===== config.mk =====
export PLATFORM = sky130hd
export DESIGN_NAME = adaptive_line_average_deinterlace_top
export DESIGN_NICKNAME = d
export VERILOG_FILES = /design/src/rtl/alad_pkg.sv /design/src/rtl/alad_metric.sv /design/src/rtl/alad_blend.sv /design/src/rtl/adaptive_line_average_deinterlace_top.sv
export VERILOG_INCLUDE_DIRS = /design/src /design/src/rtl
export SDC_FILE = /design/constraint.sdc
export NUM_CORES = 1
export LEC_CHECK = 0
export BUFFER_PORTS_ARGS = -buffer_cell sky130_fd_sc_hd__buf_2
export CORE_ASPECT_RATIO = 2
export CORE_UTILIZATION = 27
export CTS_BUF_LIST = sky130_fd_sc_hd__clkbuf_8
export DETAILED_ROUTE_END_ITERATION = 8
export GPL_ROUTABILITY_DRIVEN = 0
export GPL_TIMING_DRIVEN = 1
export PLACE_DENSITY = 0.4
export SYNTH_ARGS = -nofsm -noshare
export SYNTH_HDL_FRONTEND = slang
export SYNTH_SLANG_ARGS = --single-unit

===== constraint.sdc =====
create_clock -name clk -period 12.6 [get_ports clk]
set_clock_uncertainty 0.05 [all_clocks]
set_input_delay 0.63 -clock clk [delete_from_list [all_inputs] [get_ports clk]]
set_output_delay 0.63 -clock clk [all_outputs]
set_load 0.02 [all_outputs]

===== src/rtl/adaptive_line_average_deinterlace_top_defines.svh =====
// assertion macros for the adaptive line average deinterlacer
// used by the top level, expects clk and rst in scope
`ifndef ADAPTIVE_LINE_AVERAGE_DEINTERLACE_TOP_DEFINES_SVH
`define ADAPTIVE_LINE_AVERAGE_DEINTERLACE_TOP_DEFINES_SVH

// checked outside reset
`define ALAD_ASSERT(lbl, prop, msg) \
  lbl: assert property (@(posedge clk) disable iff (rst) prop) else $error(msg);

// checked at every edge, reset included
`define ALAD_ASSERT_ALWAYS(lbl, prop, msg) \
  lbl: assert property (@(posedge clk) prop) else $error(msg);

`endif


===== src/rtl/alad_pkg.sv =====
// shared types, codes and helpers for the adaptive line average deinterlacer
// no dependencies
`default_nettype none

package alad_pkg;

  localparam int PixW    = 32;
  localparam int ByteW   = 8;
  localparam int NBytes  = 4;
  localparam int NRegs   = 4;
  localparam int CfgIdxW = 8;
  localparam int CfgDatW = 8;

  localparam logic [1:0] MODE_SINGLE = 2'd0;
  localparam logic [1:0] MODE_UYVY   = 2'd1;
  localparam logic [1:0] MODE_YUYV   = 2'd2;

  localparam logic [CfgIdxW-1:0] REG_COLOUR_START = 8'd0;
  localparam logic [CfgIdxW-1:0] REG_COLOUR_BYTES = 8'd1;
  localparam logic [CfgIdxW-1:0] REG_METRIC_MODE  = 8'd2;
  localparam logic [CfgIdxW-1:0] REG_METRIC_BYTE  = 8'd3;

  typedef logic [PixW-1:0]  pix_t;
  typedef logic [ByteW-1:0] byte_t;

  typedef struct packed {
    logic       colour_start;
    logic [2:0] colour_bytes;
    logic [1:0] metric_mode;
    logic [1:0] metric_byte;
  } cfg_t;

  localparam cfg_t CFG_RESET = '{colour_start: 1'b0, colour_bytes: 3'd3,
                                 metric_mode: MODE_SINGLE, metric_byte: 2'd1};

  function automatic byte_t byte_of(input pix_t w, input logic [1:0] k);
    byte_of = w[k*ByteW +: ByteW];
  endfunction

  // one bit per byte position inside the colour range
  function automatic logic [NBytes-1:0] colour_mask(input cfg_t c);
    logic [3:0] lo;
    logic [3:0] hi;
    logic [NBytes-1:0] m;
    lo = {3'd0, c.colour_start};
    hi = lo + {1'b0, c.colour_bytes};
    for (int k = 0; k < NBytes; k++) begin
      m[k] = (4'(k) >= lo) && (4'(k) < hi);
    end
    colour_mask = m;
  endfunction

endpackage

`default_nettype wire


===== src/rtl/alad_metric.sv =====
// per-row metric lane: one 8-bit activity value from pixels a and c
// depends on alad_pkg
`default_nettype none

module alad_metric (
  input  wire alad_pkg::cfg_t  cfg,
  input  wire alad_pkg::pix_t  pa,
  input  wire alad_pkg::pix_t  pc,
  output alad_pkg::byte_t      metric
);

  logic [9:0] sum4;
  logic [8:0] sum2;

  always_comb begin
    sum4 = '0;
    sum2 = '0;
    metric = '0;
    unique case (cfg.metric_mode)
      alad_pkg::MODE_UYVY: begin
        sum4 = 10'(alad_pkg::byte_of(pa, 2'd1)) + 10'(alad_pkg::byte_of(pa, 2'd3))
             + 10'(alad_pkg::byte_of(pc, 2'd1)) + 10'(alad_pkg::byte_of(pc, 2'd3));
        metric = sum4[9:2];
      end
      alad_pkg::MODE_YUYV: begin
        sum4 = 10'(alad_pkg::byte_of(pa, 2'd0)) + 10'(alad_pkg::byte_of(pa, 2'd2))
             + 10'(alad_pkg::byte_of(pc, 2'd0)) + 10'(alad_pkg::byte_of(pc, 2'd2));
        metric = sum4[9:2];
      end
      default: begin
        sum2 = 9'(alad_pkg::byte_of(pa, cfg.metric_byte))
             + 9'(alad_pkg::byte_of(pc, cfg.metric_byte));
        metric = sum2[8:1];
      end
    endcase
  end

endmodule

`default_nettype wire


===== src/rtl/alad_blend.sv =====
// per-pixel blend lane: lower row byte select between row +1 and the average
// depends on alad_pkg
`default_nettype none

module alad_blend (
  input  wire alad_pkg::pix_t             row0,
  input  wire alad_pkg::pix_t             row1,
  input  wire alad_pkg::pix_t             row2,
  input  wire [alad_pkg::NBytes-1:0]      mask,
  input  wire                             mix,
  output alad_pkg::pix_t                  lower
);

  logic [alad_pkg::ByteW:0] sum [alad_pkg::NBytes];

  always_comb begin
    for (int k = 0; k < alad_pkg::NBytes; k++) begin
      sum[k] = {1'b0, row0[k*alad_pkg::ByteW +: alad_pkg::ByteW]}
             + {1'b0, row2[k*alad_pkg::ByteW +: alad_pkg::ByteW]};
      if (mix && mask[k]) begin
        lower[k*alad_pkg::ByteW +: alad_pkg::ByteW] = sum[k][alad_pkg::ByteW:1];
      end else begin
        lower[k*alad_pkg::ByteW +: alad_pkg::ByteW] =
          row1[k*alad_pkg::ByteW +: alad_pkg::ByteW];
      end
    end
  end

endmodule

`default_nettype wire


===== src/rtl/adaptive_line_average_deinterlace_top.sv =====
// pipeline: input transaction registered in stage 1, then in the output register
// throughput: one three-pixel group per cycle while the output is not stalled, four
// metric lanes and three blend lanes in parallel, merged by one compare stage
// reset: synchronous, clears both stage valids and loads the register defaults
// depends on alad_pkg, alad_metric, alad_blend and the defines header
`default_nettype none
`include "adaptive_line_average_deinterlace_top_defines.svh"

module adaptive_line_average_deinterlace_top (
  input  wire                              clk,
  input  wire                              rst,
  input  wire                              s_tvalid,
  output logic                             s_tready,
  // above_pair, cur_a, cur_b, cur_c, next_a, next_b, next_c, below_a, below_b, below_c
  input  wire  [351:0]                     s_tdata,
  output logic                             m_tvalid,
  input  wire                              m_tready,
  // upper_a, upper_b, upper_c, lower_a, lower_b, lower_c
  output logic [191:0]                     m_tdata,
  // interpolated
  output logic [0:0]                       m_tuser,
  input  wire                              cfg_valid,
  output logic                             cfg_ready,
  input  wire  [alad_pkg::CfgIdxW-1:0]     cfg_index,
  input  wire  [alad_pkg::CfgDatW-1:0]     cfg_data
);

  alad_pkg::cfg_t cfg;

  assign cfg_ready = 1'b1;

  always_ff @(posedge clk) begin
    if (rst) begin
      cfg <= alad_pkg::CFG_RESET;
    end else if (cfg_valid) begin
      unique case (cfg_index)
        alad_pkg::REG_COLOUR_START: cfg.colour_start <= cfg_data[0];
        alad_pkg::REG_COLOUR_BYTES: cfg.colour_bytes <= cfg_data[2:0];
        alad_pkg::REG_METRIC_MODE:  cfg.metric_mode  <= cfg_data[1:0];
        alad_pkg::REG_METRIC_BYTE:  cfg.metric_byte  <= cfg_data[1:0];
        default: ;
      endcase
    end
  end

  // stage 1: metric lanes
  alad_pkg::pix_t  pa [4];
  alad_pkg::pix_t  pc [4];
  alad_pkg::byte_t metric [4];

  assign pa[0] = s_tdata[31:0];
  assign pc[0] = s_tdata[63:32];
  assign pa[1] = s_tdata[95:64];
  assign pc[1] = s_tdata[159:128];
  assign pa[2] = s_tdata[191:160];
  assign pc[2] = s_tdata[255:224];
  assign pa[3] = s_tdata[287:256];
  assign pc[3] = s_tdata[351:320];

  for (genvar r = 0; r < 4; r++) begin : g_metric
    alad_metric u_metric (
      .cfg    (cfg),
      .pa     (pa[r]),
      .pc     (pc[r]),
      .metric (metric[r])
    );
  end

  logic            en1;
  logic            en2;
  logic            s1_valid;
  alad_pkg::byte_t s1_metric [4];
  logic [95:0]     s1_cur;
  logic [95:0]     s1_next;
  logic [95:0]     s1_below;

  assign en2      = !m_tvalid || m_tready;
  assign en1      = !s1_valid || en2;
  assign s_tready = en1;

  always_ff @(posedge clk) begin
    if (rst) begin
      s1_valid <= 1'b0;
    end else if (en1) begin
      s1_valid <= s_tvalid;
    end
  end

  always_ff @(posedge clk) begin
    if (en1 && s_tvalid) begin
      s1_metric <= metric;
      s1_cur    <= s_tdata[159:64];
      s1_next   <= s_tdata[255:160];
      s1_below  <= s_tdata[351:256];
    end
  end

  // stage 2: merge metrics into one decision, then blend lanes
  logic [7:0] ad_an, ad_cb, ad_ab, ad_cn;
  logic [8:0] d1, d2;
  logic       mix;
  logic [alad_pkg::NBytes-1:0] mask;
  alad_pkg::pix_t lower [3];

  function automatic logic [7:0] abs_diff(input logic [7:0] x, input logic [7:0] y);
    abs_diff = (x > y) ? x - y : y - x;
  endfunction

  assign ad_an = abs_diff(s1_metric[0], s1_metric[2]);
  assign ad_cb = abs_diff(s1_metric[1], s1_metric[3]);
  assign ad_ab = abs_diff(s1_metric[0], s1_metric[3]);
  assign ad_cn = abs_diff(s1_metric[1], s1_metric[2]);
  assign d1    = {1'b0, ad_an} + {1'b0, ad_cb};
  assign d2    = {1'b0, ad_ab} + {1'b0, ad_cn};
  assign mix   = d1 < d2;
  assign mask  = alad_pkg::colour_mask(cfg);

  for (genvar p = 0; p < 3; p++) begin : g_blend
    alad_blend u_blend (
      .row0  (s1_cur[p*32 +: 32]),
      .row1  (s1_next[p*32 +: 32]),
      .row2  (s1_below[p*32 +: 32]),
      .mask  (mask),
      .mix   (mix),
      .lower (lower[p])
    );
  end

  always_ff @(posedge clk) begin
    if (rst) begin
      m_tvalid <= 1'b0;
    end else if (en2) begin
      m_tvalid <= s1_valid;
    end
  end

  always_ff @(posedge clk) begin
    if (en2 && s1_valid) begin
      m_tdata <= {lower[2], lower[1], lower[0], s1_cur};
      m_tuser <= mix;
    end
  end

  `ALAD_ASSERT(a_no_drop, (s1_valid && en2) |=> m_tvalid, "stage 1 transaction lost")
  `ALAD_ASSERT(a_upper_copy, (s1_valid && en2) |=> (m_tdata[95:0] == $past(s1_cur)),
    "upper row differs from row 0")
  `ALAD_ASSERT(a_ready_when_empty, !s1_valid |-> s_tready, "input stalled with empty stage")
  `ALAD_ASSERT_ALWAYS(a_reset_clear, rst |=> (!m_tvalid && !s1_valid),
    "valids not cleared by reset")

endmodule

`default_nettype wire

Word level (Yosys, flattened, before mapping)
Cells that the tools add are included.
Storage, ports and cells
  register bits after elaboration: 523
  bits in latches: 0
  bits in writable memories: 0
  bits in read-only memories: 0
  memories: 0
Operators by class
  add/sub/neg operators: 51
  multiply operators: 0
  divide/modulo/power cells: 0
  $lt $le $gt $ge: 10
  equality and inequality tests: 5
  shifts and indexed selects: 8
  multiplexer cells: 20
  bitwise gates (word level): 0
  reductions and logical operators: 16
Operator list (number)
  $shiftx A32 B6 Y8: 8
  $add A8 B8 Y9: 26
  $add A10 B8 Y10: 16
  $mux W8: 16
  $pmux W8 S2: 4
  $sub A8 B8 Y8: 8
  $gt A8 B8 Y1: 4
  $eq A8 B2 Y1 const B: 2
  $lt A9 B9 Y1: 1
  $eq A8 B1 Y1 const B: 1
  $logic_not A8 Y1: 1
  $lt A1 B4 Y1 const A: 2
  $lt A2 B4 Y1 const A: 2
  $reduce_and A2 Y1: 4
  $logic_and A1 B1 Y1: 7
  $add A1 B3 Y4: 1
  $eq A2 B1 Y1 const B: 1
  $eq A2 B2 Y1 const B: 1
  $logic_not A1 Y1: 2
  $logic_or A1 B1 Y1: 2
  $ge A1 B1 Y1 const A: 1

Depth between registers and ports, before layout
  depth after elaboration: 6
  gate-level depth with buffers: 25
  gate-level depth less buffers: 23

Cells and area by module
A second synthesis with hierarchy kept.
Second synthesis, totals
  cell total of the unflattened synthesis: 2805
  area, all modules: 33554.7 sq um
Modules (own cells, without submodules)
  adaptive_line_average_deinterlace_top: instances 1, cells each 1006, area each 19319.8 sq um, sequential area each 15605.0 sq um
  alad_metric (g_metric[1].u_metric ...): instances 2, cells each 279, area each 2387.3 sq um, sequential area each 0.0 sq um
  alad_blend: instances 3, cells each 221, area each 1535.2 sq um, sequential area each 0.0 sq um
  alad_metric (g_metric[3].u_metric): instances 1, cells each 293, area each 2456.1 sq um, sequential area each 0.0 sq um
  alad_metric (g_metric[0].u_metric): instances 1, cells each 285, area each 2398.6 sq um, sequential area each 0.0 sq um

Worst setup path before layout
No wires, ideal clock.
  kind: in2reg
  start: in m_tready
  end: reg m_tdata[0] (enable)
  arrival time: 9227 ps
  data required time: 11777 ps
  slack: 2550 ps
  stages on the path: 2
  path buffers: 0
  cell sequence: nor2b_1 > nor2b_1
Between the ends
  longest elaborated chain between the ends: 2
RTL lines
  start: declaration: RTL line adaptive_line_average_deinterlace_top.sv:17  | input wire m_tready,
  $logic_or A1 B1 Y1: RTL line adaptive_line_average_deinterlace_top.sv:77  | assign en2 = !m_tvalid || m_tready;
  $logic_and A1 B1 Y1: RTL line adaptive_line_average_deinterlace_top.sv:138  | if (en2 && s1_valid) begin
  end signal: assignment: RTL line adaptive_line_average_deinterlace_top.sv:139  | m_tdata <= {lower[2], lower[1], lower[0], s1_cur};
  end: declaration: RTL line adaptive_line_average_deinterlace_top.sv:19  | output logic [191:0] m_tdata,
Every way passes these cells.
A chain may end at the register's enable or synchronous reset.

Worst setup path in the final report
  start: reg s1_metric[13] (netlist name)
  end: reg m_tdata[124], data pin
Between the ends
  longest elaborated chain between the ends: 6
  elaborated cells between the ends (all ways): 13
  those cells by class: 6 x add/sub; 3 x order compare; 3 x mux; 1 x reduce/logical
RTL lines
  start: declaration: RTL line adaptive_line_average_deinterlace_top.sv:72  | alad_pkg::byte_t s1_metric [4];
  start signal: assignment: RTL line adaptive_line_average_deinterlace_top.sv:91  | s1_metric <= metric;
  $sub A8 B8 Y8 / $gt A8 B8 Y1 (equally long branches): RTL line adaptive_line_average_deinterlace_top.sv:106  | abs_diff = (x > y) ? x - y : y - x;
  $mux W8: RTL line adaptive_line_average_deinterlace_top.sv:106
  $add A8 B8 Y9 (on tied branches): RTL line adaptive_line_average_deinterlace_top.sv:113, adaptive_line_average_deinterlace_top.sv:114
  $lt A9 B9 Y1 *: RTL line adaptive_line_average_deinterlace_top.sv:115  | assign mix = d1 < d2;
  $logic_and A1 B1 Y1 *: RTL line alad_blend.sv:20  | if (mix && mask[k]) begin
  $mux W8 *: RTL line alad_blend.sv:20
  net g_blend[0].u_blend.lower[28]: RTL line alad_blend.sv:11  | output alad_pkg::pix_t lower
The timed path passes the listed nets; every way through them passes the cells marked *.

==> run metrics <==
initial antenna violation count=13; Post-synth top flop=edfxtp_1; Post-DRT Antenna Nets=0; starting density of the core=0.272; Placed Cells=4,807; Overall Global Routing Usage=0.205; Final min period=6.82 ns; Leak Pwr=roughly 18 nW; Clk pin slew, worst setup/hold paths=about 0.080 ns; FF+latch count, synth=around 520; outcome=finished, final reports clean; die area=125,000 um^2; first-pass GRT wire length=182,000 um; CTS Sinks=about 520; # fillers=12,400; unrepaired setup endpoints after global routing=false; fin cells=around 5,200; Starting DRT DRC Count=between 1,000 and 1,500; number of vias per cell=between 4 and 5; CP endpoint kind=flop; CTS hold repair buffers=around 260; # Max-Cap Violations=0; FP Rows=182; async set-or-reset flop fraction in the synthesized netlist=0; peak supply drop=619 uV; worst hold path class=in2reg; Slew @ Worst Pin=1.09 ns; CTS tree=built; Final Cell Area=42,300 um^2; FMAX=147 MHz; setup tns final=0 ns; number of flops mapped to enable cells by yosys=about 500; Post-Synthesis Net Count=about 3,500; Max-Slew Margin vs Limit=0.276; WL final=129,000 um; Worst EP arrival=7.27 ns; vias=24,500; I/O pin cnt=569; clock root buffer=clkbuf_8; Cell Area, Synth=33,400 um^2; Cell Area, Placed=38,100 um^2; sequential fraction of the synthesis area=0.468; dpl hpwl=104,000 um; chip height=499 um; PD cells=208 nW/um^2; WS Path Type=reg2reg; pin count of the biggest net entering global routing=136; syn_area_per_cell=12.3 um^2; Post-CTS Setup Bufs=0; CTS buffer count=86; post_cts resized=0; Mapped Cells=2,705; Worst-Skew Late Latency=0.78 ns; DR DRC count=0; htree depth=3; Fin. Hold Viols=0; die width=251 um; final setup violation count=0; port buffer count=562; Tcrit/Tclk final=0.541; global route overflow=0; library cells used by synthesis=79; Avg WL per Cell=24.7 um; WP data required=13.05 ns; CORE AREA=123,000 um^2; crit start category=flop; layout cells sized above 1=0.240; drt pass-1 iters=5; CP Max Fanout=20; Layout area overhead=26.9%; sequential cell area=15,600 um^2; Final #Nets=4,392; Pins Over Slew Limit=0; warnings from Yosys=0; number of global-route vias before repair=26,900; area of the multi-input gates=between 15,000 and 20,000 um^2; CTS Buffer Depth=3
cell usage after synthesis, types with 4 or more instances:
cell type / instances / share of area
a211o_1: 8 / 0.0021
a211oi_1: 29 / 0.0065
a21boi_0: 8 / 0.0018
a21o_1: 74 / 0.017
a21oi_1: 214 / 0.032
a21oi_2: 4 / 0.0010
a221oi_1: 18 / 0.0047
a31o_2: 12 / 0.0031
a31oi_1: 5 / 0.00094
and2_1: 5 / 0.00094
and3_1: 4 / 0.00075
buf_1: 5 / 0.00056
buf_2: 6 / 0.00090
buf_4: 7 / 0.0016
buf_6: 4 / 0.0013
clkbuf_1: 25 / 0.0028
dfxtp_1: 10 / 0.0060
edfxtp_1: 513 / 0.46
fa_1: 98 / 0.059
ha_1: 328 / 0.12
inv_1: 382 / 0.043
mux2_1: 9 / 0.0030
mux2_2: 88 / 0.030
mux2i_1: 34 / 0.010
mux4_2: 60 / 0.040
nand2_1: 95 / 0.011
nand2b_1: 29 / 0.0054
nand3_1: 15 / 0.0022
nand3b_1: 13 / 0.0029
nand4_1: 9 / 0.0017
nor2_1: 74 / 0.0083
nor2b_1: 40 / 0.0075
nor3_1: 9 / 0.0013
nor3b_1: 5 / 0.0011
nor4_1: 5 / 0.00094
o211ai_1: 9 / 0.0020
o21a_1: 21 / 0.0047
o21ai_0: 130 / 0.019
o21bai_1: 47 / 0.011
o22ai_1: 5 / 0.00094
or3_1: 7 / 0.0013
xnor2_1: 129 / 0.034
xor2_1: 63 / 0.017
report_power, final:
group	internal (mW)	switching, mW	total (mW)
combinational	2.00	2.90	4.90
sequential	2.38	0.0799	2.46
clock	0.675	0.790	1.47
total	5.05	3.77	8.83
worst paths after layout:
| check | startpoint | to | slack, ns | cells after the start |
|---|---|---|---|---|
| worst max-delay path | s1_metric[13] | m_tdata[124] | 5.78 | 21 |
| worst min-delay path | s_tdata[158] | s1_cur[94] | 0.08 | 1 |
| worst max register to register | s1_metric[13] | m_tdata[124] | 5.78 | 21 |
| worst min register to register | s1_cur[63] | m_tdata[63] | 0.40 | 0 |
per-layer routing:
metal  vias up  GRT usage  share of wire
met5         -          0        0.00054
met4        12     0.0680          0.031
met3       162     0.0385          0.047
met2       668      0.399           0.54
met1     12000      0.217           0.38
li1      11600          -              -
cell usage in the layout (no fill, tap or decap), types with 7 or more instances in the layout:
cell type | synthesis | final
nand3_1 | 15 | 15
nand3b_1 | 13 | 13
nor3_1 | 9 | 9
or3_1 | 7 | 7
o21ai_0 | 130 | 130
dfxtp_1 | 10 | 8
nor2_1 | 74 | 74
clkinv_1 | 0 | 15
clkinv_2 | 0 | 13
a21o_1 | 74 | 74
nor2b_1 | 40 | 39
o211ai_1 | 9 | 9
ha_1 | 328 | 327
mux4_2 | 60 | 60
xnor2_1 | 129 | 129
nand2_1 | 95 | 95
inv_1 | 382 | 410
buf_4 | 7 | 22
nand4_1 | 9 | 9
mux2i_1 | 34 | 34
mux2_1 | 9 | 9
o21a_1 | 21 | 21
nand2b_1 | 29 | 29
buf_2 | 6 | 562
fa_1 | 98 | 98
a31o_2 | 12 | 12
xor2_1 | 63 | 63
a221oi_1 | 18 | 18
mux2_2 | 88 | 88
o21bai_1 | 47 | 47
clkbuf_8 | 0 | 87
diode_2 | 0 | 8
a211oi_1 | 29 | 29
edfxtp_1 | 513 | 513
a21boi_0 | 8 | 8
a21oi_1 | 214 | 214
a211o_1 | 8 | 8
dlygate4sd3_1 | 0 | 262
flip-flops by register name, indices dropped and copies added, names as in the netlist:
name,cells
cfg,8
s1_next,96
m_tvalid,1
s1_valid,1
s1_cur,96
m_tuser,1
s1_metric,32
m_tdata,192
s1_below,96
worst max-delay path, stage by stage, from the launching register on:
cell and delay (ns):
edfxtp_1 0.42, inv_1 0.11, ha_1 0.43, a21oi_1 0.24, o21ai_0 0.23, o21ai_2 0.62, mux2_2 0.41, a21oi_1 0.41
xnor2_1 0.18, ha_1 0.28, o21ai_0 0.15, a21oi_1 0.15, o21ai_0 0.18, nand2b_1 0.14, xnor2_1 0.24, ha_1 0.27
o21a_1 0.18, o21ai_0 0.16, nand2b_1 0.32, a21boi_4 0.45, buf_4 0.48, mux2_2 0.40
cells by family (layout without fill, tap and decap cells):
logic type / count (synthesis) / in the layout / share of synthesized area
buffers and inverters: 429 / 1384 / 0.0502
flip-flops: 523 / 523 / 0.468
multiplexers: 192 / 192 / 0.0839
AO/OA/AOI/OAI: 620 / 620 / 0.117
XOR/XNOR: 192 / 192 / 0.0504
other: 1 / 9 / 0.000112
AND/OR/NAND/NOR: 322 / 322 / 0.0487
adder cells (fa/ha/maj): 426 / 426 / 0.182
through the flow:
step / hold slack, ns / total power, mW / util / worst slack (ns)
after floorplan: 0.381 / 5.75 / - / 2.55
after global placement: 0.387 / 7.34 / 0.311 / 5.68
after detailed placement: 0.390 / 7.39 / 0.311 / 5.68
after CTS: 0.000756 / 8.96 / 0.345 / 5.62
after global routing: 0.0272 / 9.33 / 0.345 / 5.37
final: 0.0795 / 8.83 / 0.345 / 5.78
layout make-up:
cell class                 count  share of cell area
antenna                        8            0.000473
clock buffer                  87              0.0283
clock inverter                68             0.00878
inverter                     382              0.0339
multi-input combinational   1753               0.381
sequential                   523               0.369
tap                         1564              0.0462
timing repair buffer         847               0.133
Power figures use the tool's default switching activity.
